### src/hdl/fcd_pkg.sv
// Shared types, codes and constants of the fader calibrator.
package fcd_pkg;

   localparam int DEF_CHANNELS = 8;
   localparam int CH_W         = 3;
   localparam int MAX_LANES    = 2 ** CH_W;
   localparam int ACT_W        = 4;
   localparam int LEVEL_W      = 10;
   localparam int DVD_W        = 2 * LEVEL_W;
   localparam int DATA_W       = 32;
   localparam int ADDR_W       = 3;

   localparam logic [LEVEL_W-1:0] FULL_SCALE = 10'd1023;
   localparam logic [LEVEL_W-1:0] DEADBAND   = 10'd3;

   typedef enum logic [1:0] {
      ACT_SAMPLE    = 2'd0,
      ACT_LINK_LOST = 2'd1,
      ACT_SYNC      = 2'd2,
      ACT_UNUSED    = 2'd3
   } action_type;

   typedef enum logic {
      KIND_UPDATE = 1'b0,
      KIND_COMMIT = 1'b1
   } kind_type;

   typedef enum logic {
      REG_MIN_RANGE = 1'b0,
      REG_MAX_RANGE = 1'b1
   } reg_index_type;

   typedef enum logic [2:0] {
      ST_IDLE,
      ST_DIVIDE,
      ST_CHECK,
      ST_SCAN,
      ST_EMIT
   } state_type;

   typedef struct packed {
      logic [1:0]         action;
      logic               link_up;
      logic [CH_W-1:0]    channel;
      logic [ACT_W-1:0]   frame_length;
      logic [LEVEL_W-1:0] raw_value;
   } req_type;

   typedef struct packed {
      logic               kind;
      logic [CH_W-1:0]    out_channel;
      logic [LEVEL_W-1:0] volume;
      logic               last_of_run;
   } rsp_type;

   typedef struct packed {
      logic [LEVEL_W-1:0] min_range;
      logic [LEVEL_W-1:0] max_range;
   } cfg_type;

   typedef struct packed {
      logic               start;
      logic [DVD_W-1:0]   dividend;
      logic [LEVEL_W-1:0] divisor;
   } div_cmd_type;

   typedef struct packed {
      logic               busy;
      logic               done;
      logic [LEVEL_W-1:0] quotient;
   } div_res_type;

endpackage

### src/hdl/fcd_divider.sv
// Radix-2 restoring divider, one quotient bit per cycle.
module fcd_divider (
   input  logic                clock,
   input  logic                reset,
   input  fcd_pkg::div_cmd_type cmd,
   output fcd_pkg::div_res_type res
);
   import fcd_pkg::*;

   localparam int QUO_W = LEVEL_W;
   localparam int CNT_W = $clog2(QUO_W);

   logic [LEVEL_W-1:0] rem_ff, rem_in;
   logic [LEVEL_W-1:0] dvd_ff, dvd_in;
   logic [LEVEL_W-1:0] den_ff, den_in;
   logic [QUO_W-1:0]   quo_ff, quo_in;
   logic [CNT_W-1:0]   count_ff, count_in;
   logic               busy_ff, busy_in;
   logic               done_ff, done_in;

   logic [LEVEL_W:0]   trial;
   logic [LEVEL_W+1:0] sub;
   logic               fits;

   // caller guarantees dividend < divisor * 2**QUO_W
   assign trial = {rem_ff, dvd_ff[LEVEL_W-1]};
   assign sub   = {1'b0, trial} - {2'b00, den_ff};
   assign fits  = !sub[LEVEL_W+1];

   always_comb begin
      rem_in   = rem_ff;
      dvd_in   = dvd_ff;
      den_in   = den_ff;
      quo_in   = quo_ff;
      count_in = count_ff;
      busy_in  = busy_ff;
      done_in  = 1'b0;
      if (cmd.start) begin
         rem_in   = cmd.dividend[DVD_W-1:LEVEL_W];
         dvd_in   = cmd.dividend[LEVEL_W-1:0];
         den_in   = cmd.divisor;
         count_in = '0;
         busy_in  = 1'b1;
      end else if (busy_ff) begin
         rem_in   = fits ? sub[LEVEL_W-1:0] : trial[LEVEL_W-1:0];
         dvd_in   = {dvd_ff[LEVEL_W-2:0], 1'b0};
         quo_in   = {quo_ff[QUO_W-2:0], fits};
         count_in = count_ff + 1'b1;
         if (count_ff == CNT_W'(QUO_W - 1)) begin
            busy_in = 1'b0;
            done_in = 1'b1;
         end
      end
   end

   always_ff @(posedge clock) begin
      if (reset) begin
         busy_ff  <= 1'b0;
         done_ff  <= 1'b0;
         count_ff <= '0;
      end else begin
         busy_ff  <= busy_in;
         done_ff  <= done_in;
         count_ff <= count_in;
      end
      rem_ff <= rem_in;
      dvd_ff <= dvd_in;
      den_ff <= den_in;
      quo_ff <= quo_in;
   end

   assign res.busy     = busy_ff;
   assign res.done     = done_ff;
   assign res.quotient = quo_ff;

endmodule

### src/hdl/fcd_csr.sv
// APB register block holding the calibration window.
module fcd_csr (
   input  logic                       clock,
   input  logic                       reset,
   input  logic                       csr_psel,
   input  logic                       csr_penable,
   input  logic                       csr_pwrite,
   input  logic [fcd_pkg::ADDR_W-1:0] csr_paddr,
   input  logic [fcd_pkg::DATA_W-1:0] csr_pwdata,
   output logic [fcd_pkg::DATA_W-1:0] csr_prdata,
   output logic                       csr_pready,
   output fcd_pkg::cfg_type           cfg
);
   import fcd_pkg::*;

   logic [LEVEL_W-1:0] min_ff, min_in;
   logic [LEVEL_W-1:0] max_ff, max_in;
   logic               wr_en;
   reg_index_type      sel;

   // word aligned: only the register select bit is decoded
   assign sel   = reg_index_type'(csr_paddr[2]);
   assign wr_en = csr_psel && csr_penable && csr_pwrite;

   always_comb begin
      min_in = min_ff;
      max_in = max_ff;
      if (wr_en) begin
         case (sel)
            REG_MIN_RANGE: min_in = csr_pwdata[LEVEL_W-1:0];
            REG_MAX_RANGE: max_in = csr_pwdata[LEVEL_W-1:0];
            default:       min_in = min_ff;
         endcase
      end
   end

   always_ff @(posedge clock) begin
      if (reset) begin
         min_ff <= '0;
         max_ff <= FULL_SCALE;
      end else begin
         min_ff <= min_in;
         max_ff <= max_in;
      end
   end

   always_comb begin
      case (sel)
         REG_MIN_RANGE: csr_prdata = DATA_W'(min_ff);
         REG_MAX_RANGE: csr_prdata = DATA_W'(max_ff);
         default:       csr_prdata = '0;
      endcase
   end

   assign csr_pready    = 1'b1;
   assign cfg.min_range = min_ff;
   assign cfg.max_range = max_ff;

endmodule

### src/hdl/fader_calibrate_deadband.sv
// Top level of the fader calibrator: frame tracking, deadband and sync commit.
//
// Takes one raw fader sample (or a link-lost clear, or a sync tick) per
// transaction and maps it through the [min_range, max_range] window onto
// 0..1023. Samples that clip go straight to the deadband check; samples
// inside the window first go through the serial divider (one quotient bit
// per cycle). A sync tick first scans every stored channel (one per cycle)
// to find the changed ones, then walks them again to emit and commit,
// stalling at a changed channel while the result side is not ready.
// Link-lost, ignored and unused-code transactions are handled in the idle
// state alone. req_ready is high only between transactions; a finished
// result sits in the output register and does not hold off the next
// request until another result needs that register.
module fader_calibrate_deadband #(
   parameter int CHANNELS = fcd_pkg::DEF_CHANNELS
) (
   input  logic                       clock,
   input  logic                       reset,
   input  logic                       req_valid,
   output logic                       req_ready,
   input  fcd_pkg::req_type           req_data,
   output logic                       rsp_valid,
   input  logic                       rsp_ready,
   output fcd_pkg::rsp_type           rsp_data,
   input  logic                       csr_psel,
   input  logic                       csr_penable,
   input  logic                       csr_pwrite,
   input  logic [fcd_pkg::ADDR_W-1:0] csr_paddr,
   input  logic [fcd_pkg::DATA_W-1:0] csr_pwdata,
   output logic [fcd_pkg::DATA_W-1:0] csr_prdata,
   output logic                       csr_pready
);
   import fcd_pkg::*;

   // only channels reachable through the 3-bit channel field get storage
   localparam int DEPTH = (CHANNELS < MAX_LANES) ? CHANNELS : MAX_LANES;
   localparam int IDX_W = (DEPTH > 1) ? $clog2(DEPTH) : 1;

   cfg_type     cfg;
   div_cmd_type div_cmd;
   div_res_type div_res;

   fcd_csr u_csr (
      .clock       (clock),
      .reset       (reset),
      .csr_psel    (csr_psel),
      .csr_penable (csr_penable),
      .csr_pwrite  (csr_pwrite),
      .csr_paddr   (csr_paddr),
      .csr_pwdata  (csr_pwdata),
      .csr_prdata  (csr_prdata),
      .csr_pready  (csr_pready),
      .cfg         (cfg)
   );

   fcd_divider u_div (
      .clock (clock),
      .reset (reset),
      .cmd   (div_cmd),
      .res   (div_res)
   );

   // control state
   state_type          state_ff, state_in;
   logic [ACT_W-1:0]   active_ff, active_in;
   logic               accepted_ff, accepted_in;
   logic [DEPTH-1:0]   level_valid_ff, level_valid_in;
   logic [DEPTH-1:0]   committed_valid_ff, committed_valid_in;
   logic [DEPTH-1:0]   dirty_ff, dirty_in;
   logic [IDX_W-1:0]   idx_ff, idx_in;
   logic               rsp_valid_ff, rsp_valid_in;

   // payload state
   logic [LEVEL_W-1:0] level_value_ff [DEPTH];
   logic [LEVEL_W-1:0] committed_value_ff [DEPTH];
   logic [LEVEL_W-1:0] val_ff, val_in;
   rsp_type            rsp_data_ff, rsp_data_in;

   logic               level_we;
   logic               commit_we;

   logic               req_fire;
   logic               slot_free;
   logic               sample_live;
   logic               frame_start;
   logic [ACT_W-1:0]   flen_sat;
   logic               grow;
   logic [ACT_W-1:0]   act_now;
   logic               acc_now;
   logic               take_sample;
   logic               lo_clip;
   logic               hi_clip;
   logic [LEVEL_W-1:0] span;
   logic [DVD_W-1:0]   numer;
   logic [LEVEL_W-1:0] old_level;
   logic [LEVEL_W-1:0] dev;
   logic               in_band;
   logic               changed;
   logic               above;

   assign req_ready = (state_ff == ST_IDLE);
   assign req_fire  = req_valid && req_ready;
   assign slot_free = !rsp_valid_ff || rsp_ready;

   // --- frame decision, evaluated on the incoming sample ---
   assign sample_live = (action_type'(req_data.action) == ACT_SAMPLE) && req_data.link_up;
   assign frame_start = sample_live && (req_data.channel == '0);
   assign flen_sat    = (32'(req_data.frame_length) > CHANNELS) ? ACT_W'(CHANNELS)
                                                               : req_data.frame_length;
   assign grow        = (active_ff == '0) || (active_ff < flen_sat);
   assign act_now     = (frame_start && grow) ? flen_sat : active_ff;
   assign acc_now     = frame_start ? (grow || (flen_sat == active_ff)) : accepted_ff;
   assign take_sample = sample_live && acc_now && (ACT_W'(req_data.channel) < act_now)
                        && (32'(req_data.channel) < DEPTH);

   // --- calibration window; an empty window clips at min_range+1 ---
   assign lo_clip = (req_data.raw_value <= cfg.min_range);
   assign hi_clip = (cfg.max_range <= cfg.min_range) || (req_data.raw_value >= cfg.max_range);
   assign span    = req_data.raw_value - cfg.min_range;
   // span * 1023 as a shift and subtract
   assign numer   = {span, {LEVEL_W{1'b0}}} - DVD_W'(span);

   // --- deadband against the stored level of the addressed channel ---
   assign old_level = level_value_ff[idx_ff];
   assign dev       = (old_level > val_ff) ? (old_level - val_ff) : (val_ff - old_level);
   assign in_band   = level_valid_ff[idx_ff] && (dev < DEADBAND);

   // --- sync: does this channel differ from its last commit ---
   assign changed = (ACT_W'(idx_ff) < active_ff) && level_valid_ff[idx_ff]
                    && !(committed_valid_ff[idx_ff]
                         && (committed_value_ff[idx_ff] == old_level));

   // any changed channel still ahead of the walk pointer
   always_comb begin
      above = 1'b0;
      for (int j = 0; j < DEPTH; j++) begin
         if (IDX_W'(j) > idx_ff) begin
            above = above | dirty_ff[j];
         end
      end
   end

   always_comb begin
      state_in           = state_ff;
      active_in          = active_ff;
      accepted_in        = accepted_ff;
      level_valid_in     = level_valid_ff;
      committed_valid_in = committed_valid_ff;
      dirty_in           = dirty_ff;
      idx_in             = idx_ff;
      val_in             = val_ff;
      rsp_valid_in       = rsp_valid_ff && !rsp_ready;
      rsp_data_in        = rsp_data_ff;
      level_we           = 1'b0;
      commit_we          = 1'b0;
      div_cmd.start      = 1'b0;
      div_cmd.dividend   = numer;
      div_cmd.divisor    = cfg.max_range - cfg.min_range;

      case (state_ff)
         ST_IDLE: begin
            if (req_fire) begin
               case (action_type'(req_data.action))
                  ACT_SAMPLE: begin
                     if (sample_live) begin
                        active_in   = act_now;
                        accepted_in = acc_now;
                        if (frame_start && grow) begin
                           level_valid_in     = '0;
                           committed_valid_in = '0;
                        end
                     end
                     if (take_sample) begin
                        idx_in = req_data.channel[IDX_W-1:0];
                        if (lo_clip) begin
                           val_in   = '0;
                           state_in = ST_CHECK;
                        end else if (hi_clip) begin
                           val_in   = FULL_SCALE;
                           state_in = ST_CHECK;
                        end else begin
                           div_cmd.start = 1'b1;
                           state_in      = ST_DIVIDE;
                        end
                     end
                  end
                  ACT_LINK_LOST: begin
                     active_in          = '0;
                     accepted_in        = 1'b0;
                     level_valid_in     = '0;
                     committed_valid_in = '0;
                  end
                  ACT_SYNC: begin
                     idx_in   = '0;
                     dirty_in = '0;
                     state_in = ST_SCAN;
                  end
                  default: state_in = ST_IDLE;
               endcase
            end
         end

         ST_DIVIDE: begin
            if (div_res.done) begin
               val_in   = div_res.quotient;
               state_in = ST_CHECK;
            end
         end

         ST_CHECK: begin
            if (in_band) begin
               state_in = ST_IDLE;
            end else if (slot_free) begin
               level_we                      = 1'b1;
               level_valid_in[idx_ff]        = 1'b1;
               rsp_valid_in                  = 1'b1;
               rsp_data_in.kind              = KIND_UPDATE;
               rsp_data_in.out_channel       = CH_W'(idx_ff);
               rsp_data_in.volume            = val_ff;
               rsp_data_in.last_of_run       = 1'b1;
               state_in                      = ST_IDLE;
            end
         end

         ST_SCAN: begin
            dirty_in[idx_ff] = changed;
            if (idx_ff == IDX_W'(DEPTH - 1)) begin
               idx_in   = '0;
               state_in = ST_EMIT;
            end else begin
               idx_in = idx_ff + 1'b1;
            end
         end

         ST_EMIT: begin
            if (!dirty_ff[idx_ff] || slot_free) begin
               if (dirty_ff[idx_ff]) begin
                  commit_we                  = 1'b1;
                  committed_valid_in[idx_ff] = 1'b1;
                  rsp_valid_in               = 1'b1;
                  rsp_data_in.kind           = KIND_COMMIT;
                  rsp_data_in.out_channel    = CH_W'(idx_ff);
                  rsp_data_in.volume         = old_level;
                  rsp_data_in.last_of_run    = !above;
               end
               if (idx_ff == IDX_W'(DEPTH - 1)) begin
                  idx_in   = '0;
                  state_in = ST_IDLE;
               end else begin
                  idx_in = idx_ff + 1'b1;
               end
            end
         end

         default: state_in = ST_IDLE;
      endcase
   end

   always_ff @(posedge clock) begin
      if (reset) begin
         state_ff           <= ST_IDLE;
         active_ff          <= '0;
         accepted_ff        <= 1'b0;
         level_valid_ff     <= '0;
         committed_valid_ff <= '0;
         dirty_ff           <= '0;
         idx_ff             <= '0;
         rsp_valid_ff       <= 1'b0;
      end else begin
         state_ff           <= state_in;
         active_ff          <= active_in;
         accepted_ff        <= accepted_in;
         level_valid_ff     <= level_valid_in;
         committed_valid_ff <= committed_valid_in;
         dirty_ff           <= dirty_in;
         idx_ff             <= idx_in;
         rsp_valid_ff       <= rsp_valid_in;
      end
      val_ff      <= val_in;
      rsp_data_ff <= rsp_data_in;
   end

   // level and commit stores, single write port each at the walk pointer
   always_ff @(posedge clock) begin
      if (level_we) begin
         level_value_ff[idx_ff] <= val_ff;
      end
      if (commit_we) begin
         committed_value_ff[idx_ff] <= old_level;
      end
   end

   assign rsp_valid = rsp_valid_ff;
   assign rsp_data  = rsp_data_ff;

   // --- checks ---
   // link loss forgets every channel and the frame size at once
   a_link_lost_clears: assert property (@(posedge clock) disable iff (reset)
      (req_fire && (action_type'(req_data.action) == ACT_LINK_LOST))
      |=> (level_valid_ff == '0 && committed_valid_ff == '0 && active_ff == '0))
      else $error("link-lost transaction left stored state behind");

   // the divider only runs on in-window samples, so it never reaches full scale
   a_quotient_range: assert property (@(posedge clock) disable iff (reset)
      div_res.done |-> (div_res.quotient < FULL_SCALE))
      else $error("divider quotient out of range");

   // the divider is only ever busy while the sequencer waits for it
   a_divider_owned: assert property (@(posedge clock) disable iff (reset)
      div_res.busy |-> (state_ff == ST_DIVIDE))
      else $error("divider busy outside divide state");

endmodule
### config.mk
export PLATFORM = sky130hd
export DESIGN_NAME = fader_calibrate_deadband
export DESIGN_NICKNAME = d
export VERILOG_FILES = /design/src/hdl/fcd_pkg.sv /design/src/hdl/fcd_divider.sv /design/src/hdl/fcd_csr.sv /design/src/hdl/fader_calibrate_deadband.sv
export SDC_FILE = /design/constraint.sdc
export NUM_CORES = 1
export LEC_CHECK = 0
export BUFFER_PORTS_ARGS = -buffer_cell sky130_fd_sc_hd__buf_2
export CAP_MARGIN = 10
export CORE_MARGIN = 1.5
export CORE_UTILIZATION = 50
export DETAILED_ROUTE_END_ITERATION = 6
export PLACE_DENSITY_LB_ADDON = 0.05
export SLEW_MARGIN = 0
export SYNTH_ARGS = -nofsm -noshare
export SYNTH_HDL_FRONTEND = slang
export SYNTH_SLANG_ARGS = --single-unit
### constraint.sdc
create_clock -name clock -period 6.37 [get_ports clock]
set_clock_uncertainty 0.05 [all_clocks]
set_input_delay 0.3185 -clock clock [delete_from_list [all_inputs] [get_ports clock]]
set_output_delay 0.3185 -clock clock [all_outputs]
set_load 0.05 [all_outputs]
==> results.json <==
{
  "wl_um": 35500,
  "num_vias": 10300,
  "synth_cells": 1292,
  "setup_ws_ns": 0.865,
  "finalCritPeriodShare": 0.864,
  "cts_tree": "built",
  "post-cts-setup-buffers": 0,
  "pre_cts_ws_ns": 0.951,
  "antenna_found_initial": 0,
  "timing.fmax_mhz": 182,
  "setup_tns_ns": 0,
  "yosys_register_bits": 290,
  "placedCellCount": 1731,
  "postCtsResizedCells": 0,
  "required_ns": 6.56,
  "yosysWarningCount": 0,
  "finish.instance_area_sq_um": 17100,
  "grt_usage": 0.229,
  "period_minus_slack_ns": 5.50,
  "dpl_cell_area_sq_um": 16000,
  "yosysTopAreaCellShare": 0.443,
  "synth_area_leaders": "edfxtp_1, dfxtp_1, mux4_2, ha_1, nor2_1",
  "die_w_um": 178,
  "port_buffers": 64,
  "worst_slew_pin_slew_ns": 1.14,
  "nets": 1524,
  "status": "finished clean",
  "cts-hold-fix-buffers": 10,
  "cpMostUsedCell": "buf_4",
  "critPathKind": "flop to flop",
  "syn_to_final_growth_pct": 12.1,
  "place_congestion": 0.893,
  "start_kind": "flop",
  "end_kind": "flop",
  "grt_pass1_vias": 10100,
  "cts_root_buffer": "clkbuf_16",
  "synth-main-ff-cell": "edfxtp_1",
  "ys_seq_area_frac": 0.528,
  "ys_types": 80,
  "detail_route.wl_per_cell_um": 19.8,
  "powerDensity_nw_per_um2": 321,
  "dp_hpwl_um": 25100,
  "clockBufferDepth": 3,
  "clock_sinks": 290,
  "report.final.slew_viol_count": 0,
  "avgSynthCellArea_sq_um": 11.8,
  "grt_overflow": 0,
  "fillers": 2508,
  "cp_cell_sequence": "buf_4 -> mux4_2 -> mux2i_1 -> inv_1 -> ha_1 -> and3_1 -> a221oi_1 -> o21bai_1 -> a21o_1 -> xor2_1 -> o32a_1 -> nand4_1 -> nor2_1 -> buf_4",
  "core_area_sq_um": 29800,
  "drc": 0,
  "syn_area_sq_um": 15200,
  "rsz0062_at_grt": "false",
  "total_power_mw": 5.49,
  "htreeDepth": 1,
  "numCtsBuffers": 31,
  "cp.arrival_ns": 5.69,
  "slew_headroom": 0.239,
  "die-area_sq_um": 31600,
  "clkTransAtPathRegs_ns": 0.06,
  "grt_pass1_wl_um": 55400,
  "hold_path_class": "input port to flop",
  "diodes": 0,
  "p_leak_nw": 6.31,
  "crit_path_max_fanout": 15,
  "ant_nets": 0,
  "fp.dieH_um": 178,
  "clock_latency_ns": 0.56,
  "cpMaxStageDelayCell": "mux4_2",
  "finalHoldViolations": 0,
  "viasPerCell": 5.71,
  "cap_violations": 0,
  "yosysTopAreaCell": "edfxtp_1",
  "grt_max_degree": 46,
  "dr.pass1.iters": 5,
  "rows": 63,
  "timing.critical_path.slowest_cell_delay_ns": 0.54,
  "final_cells": 1798,
  "synth_edf_count": 225,
  "async_flop_share": 0,
  "final_layout_size_suffix_gt1_frac": 0.155,
  "first_iter_violations": 659,
  "vdd_drop_max_mv": 0.216,
  "setup-violations-final": 0,
  "initial_core_util": 0.512,
  "pin_count": 112
}
cell type report:
type	instances	area, sq um	share of cell area
sequential	290	8060	0.472
inverter	96	360	0.0211
clock inverter	21	205	0.0120
clock buffer	36	795	0.0465
timing repair buffer	108	676	0.0395
tap	390	488	0.0286
multi-input combinational	857	6510	0.381
worst max-delay path, delay by kind of cell (launching register included):
kind	cells	cell delay, ns
AO/OA/AOI/OAI	4	1.07
flip-flops	1	0.51
AND/OR/NAND/NOR	3	0.95
XOR/XNOR	1	0.23
adder cells (fa/ha/maj)	1	0.49
buffers and inverters	3	0.92
multiplexers	2	0.94
cell usage after synthesis, types with 5 or more instances:
master	count
a211o_1	12
a211oi_1	15
a21o_1	21
a21oi_1	76
a22oi_1	7
a31oi_1	10
a32o_1	5
and2_1	5
and3_1	8
buf_4	29
clkbuf_1	30
dfxtp_1	65
edfxtp_1	225
fa_1	5
ha_1	73
inv_1	95
mux2_2	11
mux2i_1	35
mux4_2	42
nand2_1	72
nand2b_1	14
nand3_1	26
nand4_1	13
nor2_1	116
nor2b_1	21
nor3_1	16
nor3b_1	6
nor4_1	7
o211ai_1	9
o21a_1	16
o21ai_0	52
o22ai_1	6
o31ai_1	6
o32ai_1	9
or2_2	7
or3_1	6
xnor2_1	16
xor2_1	24
power breakdown:
group          internal, mW  leakage (nW)  switching [mW]
combinational         0.523          3.27           0.918
sequential             2.18          2.56          0.0887
clock                  1.05         0.483           0.726
registers in the layout (all words and copies together) (netlist names), 10 cells and up, named ones only:
| name | cells |
|---|---|
| committed_value_ff | 80 |
| level_value_ff | 80 |
| rsp_data | 15 |
| u_csr.max_ff | 10 |
| u_csr.min_ff | 10 |
| u_div.den_ff | 10 |
| u_div.dvd_ff | 10 |
| u_div.quo_ff | 10 |
| u_div.rem_ff | 10 |
| val_ff | 10 |
path summary, 6_finish.rpt:
check	from	endpoint	slack, ns	depth (start not counted)
max	flop	level_value_ff[3][3]	0.87	14
min	req_data[16]	idx_ff[2]	0.08	3
max reg2reg	flop	level_value_ff[3][3]	0.87	14
min reg2reg	u_div.quo_ff[2]	u_div.quo_ff[3]	0.40	0
kinds of logic after synthesis:
kind of cell,Yosys count,synth area share
AOI/OAI and AO/OA,289,0.128
xor gates and xnor gates,40,0.0230
DFF,290,0.528
other,2,0.000493
muxes,88,0.0931
buffers and inverters,166,0.0499
adders and majority gates,78,0.0665
and+or+nand+nor,339,0.111
stage by stage:
stage / utilization / hold WS, ns
global placement: 0.537 / 0.381
floorplan: - / 0.377
global route: 0.574 / 0.0858
CTS: 0.574 / 0.0643
detailed placement: 0.537 / 0.384
finish: 0.574 / 0.0819
layer usage:
| layer | part of all wire | vias to the layer above | track usage |
|---|---|---|---|
| met1 | 0.46 | 4995 | 0.327 |
| met3 | 0.052 | 42 | 0.0281 |
| met5 | 0 | - | 0 |
| met4 | 0.021 | 0 | 0.0578 |
| met2 | 0.46 | 274 | 0.373 |
| li1 | - | 4956 | - |
cell usage in the layout, fill, tap and decap left out, types with 11 or more instances in the layout:
cell / n
edfxtp_1: 225
nor2_1: 116
inv_1: 95
a21oi_1: 76
ha_1: 73
nand2_1: 72
buf_2: 64
dfxtp_1: 63
o21ai_0: 52
mux4_2: 42
mux2i_1: 35
buf_4: 34
clkbuf_16: 31
nand3_1: 26
xor2_1: 24
conb_1: 23
nor2b_1: 21
a21o_1: 21
o21a_1: 16
xnor2_1: 16
nor3_1: 16
a211oi_1: 15
nand2b_1: 14
nand4_1: 13
a211o_1: 12
clkinv_1: 12
mux2_2: 11
No activity file was read; power rests on OpenSTA's default activity.
